**src/rtl/core/utdc_pkg.sv**
```systemverilog
`timescale 1ns / 1ps
// ----------------------------------------------------------------------------
// utdc_pkg: shared types and codes for the uncommitted key collector
// Holds opcodes, status codes, modes and the controller state type.
// ----------------------------------------------------------------------------
package utdc_pkg;

  localparam int unsigned KeyW = 63;

  typedef enum logic [1:0] {
    OP_ROW   = 2'd0,
    OP_READ  = 2'd1,
    OP_CLEAR = 2'd2,
    OP_NONE  = 2'd3
  } op_e;

  typedef enum logic [1:0] {
    ST_OK       = 2'd0,
    ST_COL_OUT  = 2'd1,
    ST_BAD_KEY  = 2'd2,
    ST_IDX_OUT  = 2'd3
  } status_e;

  typedef enum logic [1:0] {
    MODE_SEQ = 2'd0,
    MODE_ID  = 2'd1,
    MODE_OVF = 2'd2
  } mode_e;

  typedef enum logic [2:0] {
    S_IDLE,
    S_LOOK,
    S_MERGE,
    S_RETRY,
    S_OUT
  } state_e;

  // Control from the sequencer to every cell.
  typedef struct packed {
    logic clear;    // drop all entries
    logic append;   // store the probe key at the tail
    logic zero_seq; // zero every stored sequence
    logic compact;  // one merge step: shift out a marked duplicate
  } cell_ctl_t;

endpackage

```
**src/rtl/core/utdc_cell.sv**
```systemverilog
`timescale 1ns / 1ps
// ----------------------------------------------------------------------------
// utdc_cell: one slot of the key chain
// Holds one key, compares it with the probe, and takes the next cell's key
// when the chain compacts.
// ----------------------------------------------------------------------------
module utdc_cell (
  input  logic                               clk_i,
  input  logic                               rst_ni,
  input  utdc_pkg::cell_ctl_t                ctl_i,
  input  logic                               is_tail_i,   // first free slot
  input  logic                               kill_i,      // marked dup at or below
  input  logic [utdc_pkg::KeyW-1:0]          probe_id_i,
  input  logic [utdc_pkg::KeyW-1:0]          probe_seq_i,
  input  logic                               nxt_valid_i,
  input  logic [utdc_pkg::KeyW-1:0]          nxt_id_i,
  input  logic [utdc_pkg::KeyW-1:0]          nxt_seq_i,
  input  logic                               prev_dup_i,  // an earlier cell has my id
  output logic                               valid_o,
  output logic [utdc_pkg::KeyW-1:0]          id_o,
  output logic [utdc_pkg::KeyW-1:0]          seq_o,
  output logic                               hit_o,
  output logic                               dup_o
);

  logic                        valid_q, valid_d;
  logic [utdc_pkg::KeyW-1:0]   id_q, id_d, seq_q, seq_d;

  assign hit_o = valid_q && (id_q == probe_id_i) && (seq_q == probe_seq_i);
  assign dup_o = valid_q && prev_dup_i;

  always_comb begin
    valid_d = valid_q;
    id_d    = id_q;
    seq_d   = seq_q;
    if (ctl_i.clear) begin
      valid_d = 1'b0;
    end else if (ctl_i.zero_seq) begin
      seq_d = '0;
    end else if (ctl_i.compact && kill_i) begin
      // take the neighbor's key, closing the gap
      valid_d = nxt_valid_i;
      id_d    = nxt_id_i;
      seq_d   = nxt_seq_i;
    end else if (ctl_i.append && is_tail_i) begin
      valid_d = 1'b1;
      id_d    = probe_id_i;
      seq_d   = probe_seq_i;
    end
  end

  always_ff @(posedge clk_i or negedge rst_ni) begin
    if (!rst_ni) begin
      valid_q <= 1'b0;
    end else begin
      valid_q <= valid_d;
    end
  end

  always_ff @(posedge clk_i) begin
    id_q  <= id_d;
    seq_q <= seq_d;
  end

  assign valid_o = valid_q;
  assign id_o    = id_q;
  assign seq_o   = seq_q;

endmodule

```
**config.mk**
```make
export PLATFORM = sky130hd
export DESIGN_NAME = utdc_cell
export DESIGN_NICKNAME = d
export VERILOG_FILES = /design/src/rtl/core/utdc_pkg.sv /design/src/rtl/core/utdc_cell.sv
export SDC_FILE = /design/constraint.sdc
export NUM_CORES = 1
export LEC_CHECK = 0
export ABC_AREA = 1
export BUFFER_PORTS_ARGS = -buffer_cell sky130_fd_sc_hd__buf_2
export CAP_MARGIN = 0
export CORE_AREA = 8 8 145 147
export CTS_CLUSTER_SIZE = 40
export DETAILED_ROUTE_END_ITERATION = 6
export DIE_AREA = 0 0 153 155
export MAX_ROUTING_LAYER = met4
export PLACE_DENSITY = 0.74
export SYNTH_ARGS = -nofsm -noshare
export SYNTH_HDL_FRONTEND = slang
export SYNTH_SLANG_ARGS = --single-unit
```
**constraint.sdc**
```tcl
create_clock -name clk_i -period 3.2 [get_ports clk_i]
set_input_delay 0.48 -clock clk_i [delete_from_list [all_inputs] [get_ports clk_i]]
set_output_delay 0.48 -clock clk_i [all_outputs]
set_load 0.05 [all_outputs]
```
Yosys cells after proc, flatten, opt, wreduce, memory -nomap -nowiden
Index checks and enable logic that the tools add are counted.

storage, ports and cells
  bits in registers = 127
  input bits = 262
  output and inout port bits = 129
  word-level logic and storage cells = 27

operators by class
  equal/unequal tests = 3
  muxes and demuxes = 8
  bitwise logic cells = 2
  reduce and logical (&&, ||, !) cells = 11

operators by type and width
  operator                                                                  count
  63-bit 2-to-1 mux                                                         4
  63-bit == test                                                            2
  3-bit nonzero test                                                        2
  1-bit logical AND                                                         5
  1-bit 2-to-1 mux                                                          4
  2-bit AND reduction                                                       2
  3-bit AND reduction                                                       1
  2-bit by 1-bit inequality test with 1-bit output (second input constant)  1
  1-bit inverter                                                            2
  2-bit nonzero test                                                        1

Logic depth before layout (Yosys ltp)
Gate-level depths: netlist (run 1).

  depth in word-level cells = 5
  gate-level depth with buffers = 10
  mapped depth without buffers = 10

Worst setup path before layout (run 1)
No wires, ideal clock.

  kind = input to register
  start = in ctl_i[0] (netlist bit)
  end = reg id_q (netlist bit id_o[0]) (enable)
  setup time = 0.485 ns
  arrival time = 3.503 ns
  data required time = 2.715 ns
  setup slack = -0.788 ns
  stages on the path = 5
  path buffers = 1
  cell sequence = nand2_2 buf_2 nand2_1 nand2_1 nor2_1

between the ends
  cells in the longest elaborated chain, start to end = 3

ends and longest elaborated chain
  what                           line             source
  start: declaration             utdc_cell.sv:10  input utdc_pkg::cell_ctl_t ctl_i,
  1-bit logical AND              utdc_cell.sv:40  end else if (ctl_i.compact && kill_i) begin
  2-bit nonzero test (no line)   -
  3-bit AND reduction (no line)  -
  end signal: assignment         utdc_cell.sv:61  id_q <= id_d;
  end: declaration               utdc_cell.sv:27  logic [utdc_pkg::KeyW-1:0] id_q, id_d, seq_q, seq_d;

No other way between the ends.
A chain may end at the register's enable or synchronous reset.

Worst setup path after layout (run 1)
  start = reg id_q (netlist bit id_o[13])
  end = out hit_o

between the ends
  cells in the longest elaborated chain, start to end = 3

ends and longest elaborated chain
  what                             line             source
  63-bit == test                   utdc_cell.sv:29  assign hit_o = valid_q && (id_q == probe_id_i) && (seq_q == probe_seq_i);
  1-bit logical AND (2 in series)  utdc_cell.sv:29
  end: declaration                 utdc_cell.sv:22  output logic hit_o,

No other way between the ends.

==> impl_metrics.json, run 1 <==
{
  "status": "finished, final reports clean",
  "grt_pass1_vias": 8240,
  "cts-resized-gates": 0,
  "die_w_um": 153,
  "area_delta_synth_final_pct": 37.1,
  "cts_tree": "yes",
  "drtIter0Drc": 529,
  "place_area_um2": 9920,
  "met3_usage_pct": 6.19,
  "drv_slew": 0,
  "crit_required_ns": 2.72,
  "leakage_nw": 5.51,
  "drc": 0,
  "worstSkewPairLatency_ns": 0.41,
  "yosys_warnings": 0,
  "root_buffer": "clkbuf_16",
  "worstSetupStartpointType": "flip-flop",
  "synth_cells": 1082,
  "port_buffers": 390,
  "slowest_delay_ns": 0.40,
  "rows": 51,
  "max_freq_mhz": 356,
  "synth-seq-area-share_pct": 49.3,
  "met2_usage_pct": 41.8,
  "grt-ovfl-total": 0,
  "synth_top_area_share_pct": 49.0,
  "cpMostUsedCell": "nand2_1",
  "met1_usage_pct": 31.4,
  "track_usage_pct": 25.8,
  "wl_per_cell_um": 17.9,
  "drive_gt1_share_pct": 29.8,
  "final_area_um2": 10600,
  "synthDistinctLibCells": 18,
  "cap_viol_max_count": 0,
  "drt-total-wl_um": 30900,
  "nets": 1730,
  "hold_viol": 0,
  "antenna_found_initial": 5,
  "die_y_um": 155,
  "setup_viol": 0,
  "grt_pass1_wl_um": 45700,
  "critPathArrivalTime_ns": 2.33,
  "antenna_left": 0,
  "hold_path.class": "in -> reg",
  "p_total_mw": 5.53,
  "fin_crit_ns": 2.81,
  "start_util_pct": 40.8,
  "fillCellCount": 1831,
  "tightest_slew_ns": 0.535,
  "clockBufferDepth": 2,
  "tritoncts.num_buffers": 17,
  "relSlewSlack_pct": 64.3,
  "cts.clk_slew.worst_paths_ns": 0.06,
  "avgSynthCellArea_um2": 7.14,
  "power_density_nw_per_um2": 522,
  "dp_hpwl_um": 24900,
  "synthTopCellsByArea": "edfxtp_1 49%, nand2_1 18%, o21ai_0 10%",
  "grt_max_degree": 87,
  "die_area_um2": 23700,
  "clock_sinks": 127,
  "finalSetupTns_ns": 0,
  "drtPass1Iterations": 5,
  "crit_fanout": 3,
  "gp_congestion": 0.911,
  "syn_nets": 1344,
  "skew_ns": 0,
  "period_share_pct": 87.7,
  "cp_cell_sequence": "nand2_1 > nand2_1 > nor2_2 > nand2_1 > nor2_1 > nand2_1 > nor2_1 > nand2_1 > nor2_1 > buf_2",
  "synth_area_um2": 7720,
  "pin_count": 391,
  "yosysTopAreaCell": "edfxtp_1",
  "core_area_um2": 19000,
  "ys_ff_latch": 127,
  "rsz0062_at_grt": "no",
  "endpoint_kind": "output pin",
  "vias": 8399,
  "reg2reg_depth": 2,
  "post_drt_via_cell_ratio": 4.87,
  "whs_ns": 0.289,
  "vdd_drop_max_uv": 343,
  "setup.worst_path.class": "reg -> out",
  "worst_path_max_delay_cell": "edfxtp_1",
  "htree_levels": 4,
  "gr-max-usage-layer": "met2",
  "min_path_cells": 3
}
## through the flow
stage	std cells	util, %	setup slack [ns]
2_1_floorplan	1082	-	0.280
3_3_place_gp	1686	52.4	0.624
3_5_place_dp	1686	52.4	0.619
4_1_cts	1719	55.8	0.351
5_1_grt	1724	55.9	0.223
6_report	1724	55.9	0.393
## what timing repair did
item,in CTS,in global routing
endpoints found under the hold margin,1,0
buffers inserted,0,0
endpoints found under the setup margin,0,0
hold buffers,1,0
## flip-flops by register name, summed over array words and instances (netlist names)
| signal | cells |
|---|---|
| id_o | 63 |
| seq_o | 63 |
| valid_o | 1 |
## cell usage after synthesis
master    count
o21ai_0     161
inv_2         5
xnor2_1       1
clkinv_1      1
buf_4         4
buf_2        14
o21ai_1      11
nor2_2        4
nand2_1     366
a21oi_1      38
nand3_1       2
edfxtp_1    126
clkbuf_1     15
inv_1       178
xor2_1        3
dfrtp_1       1
nor2_1      151
nand2_2       1
## layer usage
layer / vias up / part of all wire [%]
met5: - / 0
met3: 43 / 7.7
li1: 4168 / -
met1: 3802 / 41
met2: 386 / 49
met4: 0 / 2.3
## cell families (layout without fill, tap and decap cells)
kind of cell / count (synthesis) / count (layout) / synth area share, %
AOI/OAI and AO/OA: 210 / 210 / 13.6
xor gates and xnor gates: 4 / 4 / 0.454
buffers and inverters: 217 / 616 / 11.0
DFF: 127 / 127 / 49.3
other: 0 / 5 / 0
and+or+nand+nor: 524 / 524 / 25.7
## cell usage in the layout, fill, tap and decap left out, types with 6 or more instances in the layout
master,netlist,final
nor2_1,151,150
a21oi_1,38,38
o21ai_1,11,11
o21ai_0,161,161
clkbuf_16,0,17
buf_4,4,7
edfxtp_1,126,126
inv_1,178,177
inv_2,5,6
nand2_1,366,366
buf_2,14,390
## worst paths after layout
check | from | to | slack [ns]
worst max-delay path | id_o[13] | hit_o | 0.39
worst min-delay path | nxt_valid_i | valid_o | 0.29
worst max register to register | valid_o | valid_o | 2.49
worst min register to register | valid_o | valid_o | 0.63
max in group asynchronous | rst_ni | valid_o | 2.76
min in group asynchronous | rst_ni | valid_o | 0.36
## worst max-delay path: cells and delay by family (launching register included)
| family | cells | cell delay (ns) |
|---|---|---|
| AND/OR/NAND/NOR | 9 | 1.18 |
| flip-flops | 1 | 0.40 |
| buffers and inverters | 1 | 0.32 |
## final cells by class
| cell class | count | area [um2] | share of cell area (%) |
|---|---|---|---|
| Antenna cell | 5 | 12.5 | 0.118 |
| Sequential cell | 127 | 3810 | 36.0 |
| Inverter | 184 | 693 | 6.55 |
| Tap cell | 238 | 298 | 2.81 |
| Multi-Input combinational cell | 738 | 3080 | 29.1 |
| Clock inverter | 14 | 214 | 2.02 |
| Clock buffer | 18 | 429 | 4.05 |
| Timing Repair Buffer | 400 | 2050 | 19.4 |
## report_power, final
group / total [mW] / switching, mW / internal [mW]
Clock: 2.15 / 0.769 / 1.38
Sequential: 2.08 / 0.0914 / 1.99
Combinational: 1.29 / 0.934 / 0.357
Power figures use the tool's default switching activity.
==> run 2: changes to the inputs <==
- BUFFER_PORTS_ARGS: -buffer_cell sky130_fd_sc_hd__buf_2 -> -buffer_cell sky130_fd_sc_hd__clkbuf_2
==> impl_metrics.json, run 2 (synthesis results as in run 1) <==
{
  "status": "finished, final reports clean",
  "htree_levels": 4,
  "port_buffers": 390,
  "drt-total-wl_um": 31200,
  "clockBufferDepth": 2,
  "rows": 51,
  "antenna_left": 0,
  "rsz0062_at_grt": "no",
  "grt_max_degree": 58,
  "root_buffer": "clkbuf_16",
  "drtPass1Iterations": 5,
  "start_util_pct": 40.8,
  "fillCellCount": 1842,
  "cts_tree": "yes",
  "utilization_pct": 55.4,
  "vdd_drop_max_uv": 346,
  "grt-ovfl-total": 0,
  "vias": 8363,
  "grt_pass1_wl_um": 46300,
  "period_share_pct": 83.7,
  "critPathArrivalTime_ns": 2.20,
  "worstSetupStartpointType": "flip-flop",
  "clock_sinks": 127,
  "setup_viol": 0,
  "hold_path.class": "in -> reg",
  "wl_per_cell_um": 18.1,
  "antenna_found_initial": 1,
  "worstSkewPairLatency_ns": 0.42,
  "crit_path_start": "id_o[30]",
  "worstHoldStart": "nxt_valid_i",
  "post_drt_via_cell_ratio": 4.86,
  "final_common_cell": "clkbuf_2",
  "nets": 1731,
  "die_y_um": 155,
  "final_cell_mix": "390 x clkbuf_2, 366 x nand2_1, 177 x inv_1, 161 x o21ai_0, 150 x nor2_1",
  "endpoint_kind": "output pin",
  "post-cts-setup-buffers": 0,
  "max_freq_mhz": 373,
  "skew_ns": 0,
  "drc": 0,
  "relSlewSlack_pct": 61.4,
  "area_delta_synth_final_pct": 35.9,
  "drive_gt1_share_pct": 29.7,
  "crit_fanout": 3,
  "tightest_slew_ns": 0.580,
  "power_density_nw_per_um2": 502,
  "cts-resized-gates": 0,
  "dp_hpwl_um": 25400,
  "whs_ns": 0.299,
  "core_area_um2": 19000,
  "cap_viol_max_count": 0,
  "die_w_um": 153,
  "crit_required_ns": 2.72,
  "hold_viol": 0,
  "die_area_um2": 23700,
  "reg2reg_from": "valid_o",
  "setup.worst_path.class": "reg -> out",
  "pin_count": 391,
  "fin_crit_ns": 2.68,
  "tritoncts.num_buffers": 17,
  "gp_congestion": 0.938,
  "track_usage_pct": 26.5,
  "drv_slew": 0,
  "grt_pass1_vias": 8419,
  "p_total_mw": 5.27,
  "cts.clk_slew.worst_paths_ns": 0.07,
  "leakage_nw": 5.56,
  "drtIter0Drc": 579,
  "finalSetupTns_ns": 0
}
-- run 2: cell count changes in the layout (fill, tap and decap cells not counted), sizes merged, moves of 2 or more --
cell / before / now
bufinv: 5 / 2
inv: 186 / 184
clkinvlp: 2 / 4
clkbuf: 18 / 409
diode: 5 / 1
buf: 399 / 10
-- run 2: critical path: stages (launching register included) --
cell and delay (ns):
edfxtp_1 0.43, nand2_1 0.13, nand2_1 0.09, nor2_1 0.14, nand2_1 0.14, nor2_1 0.11
nand2_1 0.06, nor2_1 0.14, nand2_1 0.12, nor2_1 0.12, clkbuf_2 0.31
-- run 2: routing by layer --
layer	track usage, %	part of all wire (%)	wire length, um
met3	5.80	7.8	2420
met4	9.61	2.1	666
met2	44.0	49	15300
met1	31.3	41	12800
met5	-	0	0
-- run 2: path summary, 6_finish.rpt --
path | endpoint | slack, ns | cells past startpoint
max in group asynchronous | valid_o | 2.72 | 2
setup / recovery | hit_o | 0.52 | 10
hold / removal | valid_o | 0.30 | 3
min in group asynchronous | valid_o | 0.39 | 2
hold reg to reg | valid_o | 0.65 | 2
setup reg to reg | valid_o | 2.47 | 2
-- run 2: final cells by class --
class,instances,area [um2],area share [%]
Sequential cell,127,3810,36.3
Clock inverter,12,121,1.16
Tap cell,238,298,2.84
Clock buffer,19,433,4.12
Multi-Input combinational cell,738,3080,29.3
Timing Repair Buffer,401,2060,19.6
Inverter,184,693,6.60
Antenna cell,1,2.50,0.0238
-- run 2: through the flow --
stage	cell area [um2]	cells	setup slack (ns)
2_1_floorplan	7730	1082	0.280
3_3_place_gp	9930	1687	0.728
3_5_place_dp	9930	1687	0.747
4_1_cts	10500	1719	0.489
5_1_grt	10500	1720	0.368
6_report	10500	1720	0.521
-- run 2: what timing repair did --
item / CTS / global route
hold endpoints to repair: 1 / 0
hold buffers: 1 / 0
endpoints found under the setup margin: 0 / 0
-- run 2: report_power, final --
part	total, mW	switching [mW]	internal (mW)
registers	2.09	0.0969	1.99
clock network	1.89	0.761	1.13
logic	1.29	0.934	0.354
total	5.27	1.79	3.48
==> run 3: changes to the inputs <==
- ABC_AREA: 1 -> 0
- CORE_AREA: 8 8 145 147 -> 8 8 147 149
- DIE_AREA: 0 0 153 155 -> 0 0 155 157
- PLACE_DENSITY: 0.74 -> 0.69
- clock period: 3.2 -> 2.8 ns (I/O delays scaled with it)
==> impl_metrics.json, run 3 <==
{
  "skew_ns": 0,
  "cap_viol_max_count": 0,
  "drt-total-wl_um": 30400,
  "vias": 7287,
  "area_delta_synth_final_pct": 40.8,
  "drive_gt1_share_pct": 37.4,
  "start_util_pct": 37.7,
  "dp_hpwl_um": 24000,
  "die_area_um2": 24300,
  "synthDistinctLibCells": 27,
  "nets": 1444,
  "post_drt_via_cell_ratio": 4.99,
  "setup.worst_path.class": "reg -> out",
  "leakage_nw": 4.69,
  "core_area_um2": 19200,
  "ys_ff_latch": 127,
  "synth-seq-area-share_pct": 52.5,
  "final_common_cell": "clkbuf_2",
  "port_buffers": 390,
  "synth_top_area_share_pct": 52.2,
  "root_buffer": "clkbuf_16",
  "die_w_um": 155,
  "max_freq_mhz": 344,
  "worst_slack_ns": -0.105,
  "violations": "negative setup slack",
  "grt-ovfl-total": 0,
  "yosys_warnings": 0,
  "avgSynthCellArea_um2": 9.14,
  "path_buf_inv": 2,
  "endpoint_kind": "output pin",
  "clock_sinks": 127,
  "synth_cells": 793,
  "cts_tree": "yes",
  "synth_common_cells": "303 x nand2_1, 126 x edfxtp_1, 65 x a21oi_1",
  "cts.clk_slew.worst_paths_ns": 0.06,
  "vdd_drop_max_uv": 397,
  "fin_crit_ns": 2.90,
  "drv_slew": 0,
  "antenna_found_initial": 1,
  "die_y_um": 157,
  "yosysMostFrequentCell": "nand2_1",
  "wl_per_cell_um": 20.8,
  "fillCellCount": 1819,
  "relSlewSlack_pct": 43.3,
  "grt_pass1_vias": 7477,
  "synth_area_um2": 7250,
  "setup_viol": 1,
  "critPathArrivalTime_ns": 2.48,
  "tightest_slew_ns": 0.850,
  "p_total_mw": 5.91,
  "worst_path_max_delay_cell": "edfxtp_1",
  "ys.flop_type": "edfxtp_1",
  "drtPass1Iterations": 6,
  "place_ws_ns": 0.0488,
  "worstSkewPairLatency_ns": 0.41,
  "crit_fanout": 3,
  "slowest_delay_ns": 0.43,
  "synthTopCellsByArea": "edfxtp_1 52%, nand2_1 16%, xnor2_1 5.7%",
  "cp_top_family": "simple AND/OR/NAND/NOR gates",
  "gp_congestion": 0.907,
  "grt_max_degree": 134,
  "yosysTopAreaCell": "edfxtp_1",
  "async_flop_share_pct": 0.787,
  "syn_nets": 1055,
  "period_share_pct": 104,
  "htree_levels": 4,
  "antenna_left": 0,
  "final_cell_mix": "388 x clkbuf_2, 302 x nand2_1, 126 x edfxtp_1, 63 x a21oi_1, 49 x nor2b_1",
  "finalSetupTns_ns": -0.105,
  "rsz0062_at_grt": "yes",
  "drc": 0,
  "crit_required_ns": 2.38,
  "drtIter0Drc": 464,
  "rows": 51,
  "power_density_nw_per_um2": 579,
  "cp_cell_sequence": "nor2b_1 > a2111o_1 > nor4_2 > nand4_1 > nor4_4 > buf_4 > buf_12",
  "track_usage_pct": 25.0,
  "hold_path.class": "in -> reg",
  "worstSetupStartpointType": "flip-flop",
  "grt_pass1_wl_um": 44000,
  "synth_edf_count": 126,
  "clockBufferDepth": 2,
  "hold_viol": 0,
  "tritoncts.num_buffers": 17,
  "pin_count": 391,
  "status": "finished, violations left"
}
run 3: worst register-to-register path: cells and delay by family (launching register included):
kind / cells / cell delay (ns)
AND/OR/NAND/NOR: 2 / 0.24
flip-flops: 1 / 0.43
run 3: cell families (layout without fill, tap and decap cells):
family	count (synthesis)	count (layout)	share of synthesized area [%]
xor gates and xnor gates	56	56	6.76
and+or+nand+nor	432	432	27.1
buffers and inverters	66	468	3.45
other	0	1	0
DFF	127	127	52.5
AOI/OAI and AO/OA	112	112	10.2
run 3: routing by layer:
metal / vias to the layer above / global-route usage (%) / part of all wire (%)
met1: 3369 / 28.9 / 40
met4: 0 / 11.3 / 3.6
met2: 360 / 40.8 / 49
met5: - / - / 0
li1: 3501 / - / -
met3: 57 / 5.95 / 7.7
run 3: final timing paths:
path,slack (ns),end,start,cells after the start
max,-0.10,hit_o,id_o[6],7
min,0.26,id_o[18],nxt_id_i[18],3
max reg2reg,2.05,valid_o,valid_o,2
min reg2reg,0.65,valid_o,valid_o,2
max in group asynchronous,2.42,valid_o,rst_ni,2
min in group asynchronous,0.30,valid_o,rst_ni,2
run 3: metrics by stage:
step	cells	util [%]	area [um2]	hold WS (ns)
floorplan	793	-	7290	0.124
global placement	1424	49.8	9570	0.197
detailed placement	1424	49.8	9570	0.196
CTS	1458	52.8	10100	0.243
global route	1461	53.1	10200	0.257
finish	1461	53.1	10200	0.260
run 3: what timing repair did:
action                                 CTS  global route
endpoints found under the hold margin    1             0
setup endpoints to repair                1             1
gates resized for setup                  3             8
pin swaps                                2            13
hold buffers                             1             0
setup buffers                            1             2
run 3: final cells by class:
| cell class | count | area, um2 | share of cell area, % |
|---|---|---|---|
| Sequential cell | 127 | 3810 | 37.3 |
| Inverter | 31 | 116 | 1.14 |
| Clock buffer | 26 | 479 | 4.69 |
| Multi-Input combinational cell | 600 | 3300 | 32.3 |
| Tap cell | 265 | 332 | 3.25 |
| Clock inverter | 6 | 62.6 | 0.613 |
| Timing Repair Buffer | 405 | 2110 | 20.6 |
| Antenna cell | 1 | 2.50 | 0.0245 |
run 3: power by group:
part	internal (mW)	switching [mW]	total (mW)
sequential	2.27	0.104	2.38
combinational	0.449	1.01	1.45
clock	1.27	0.817	2.08
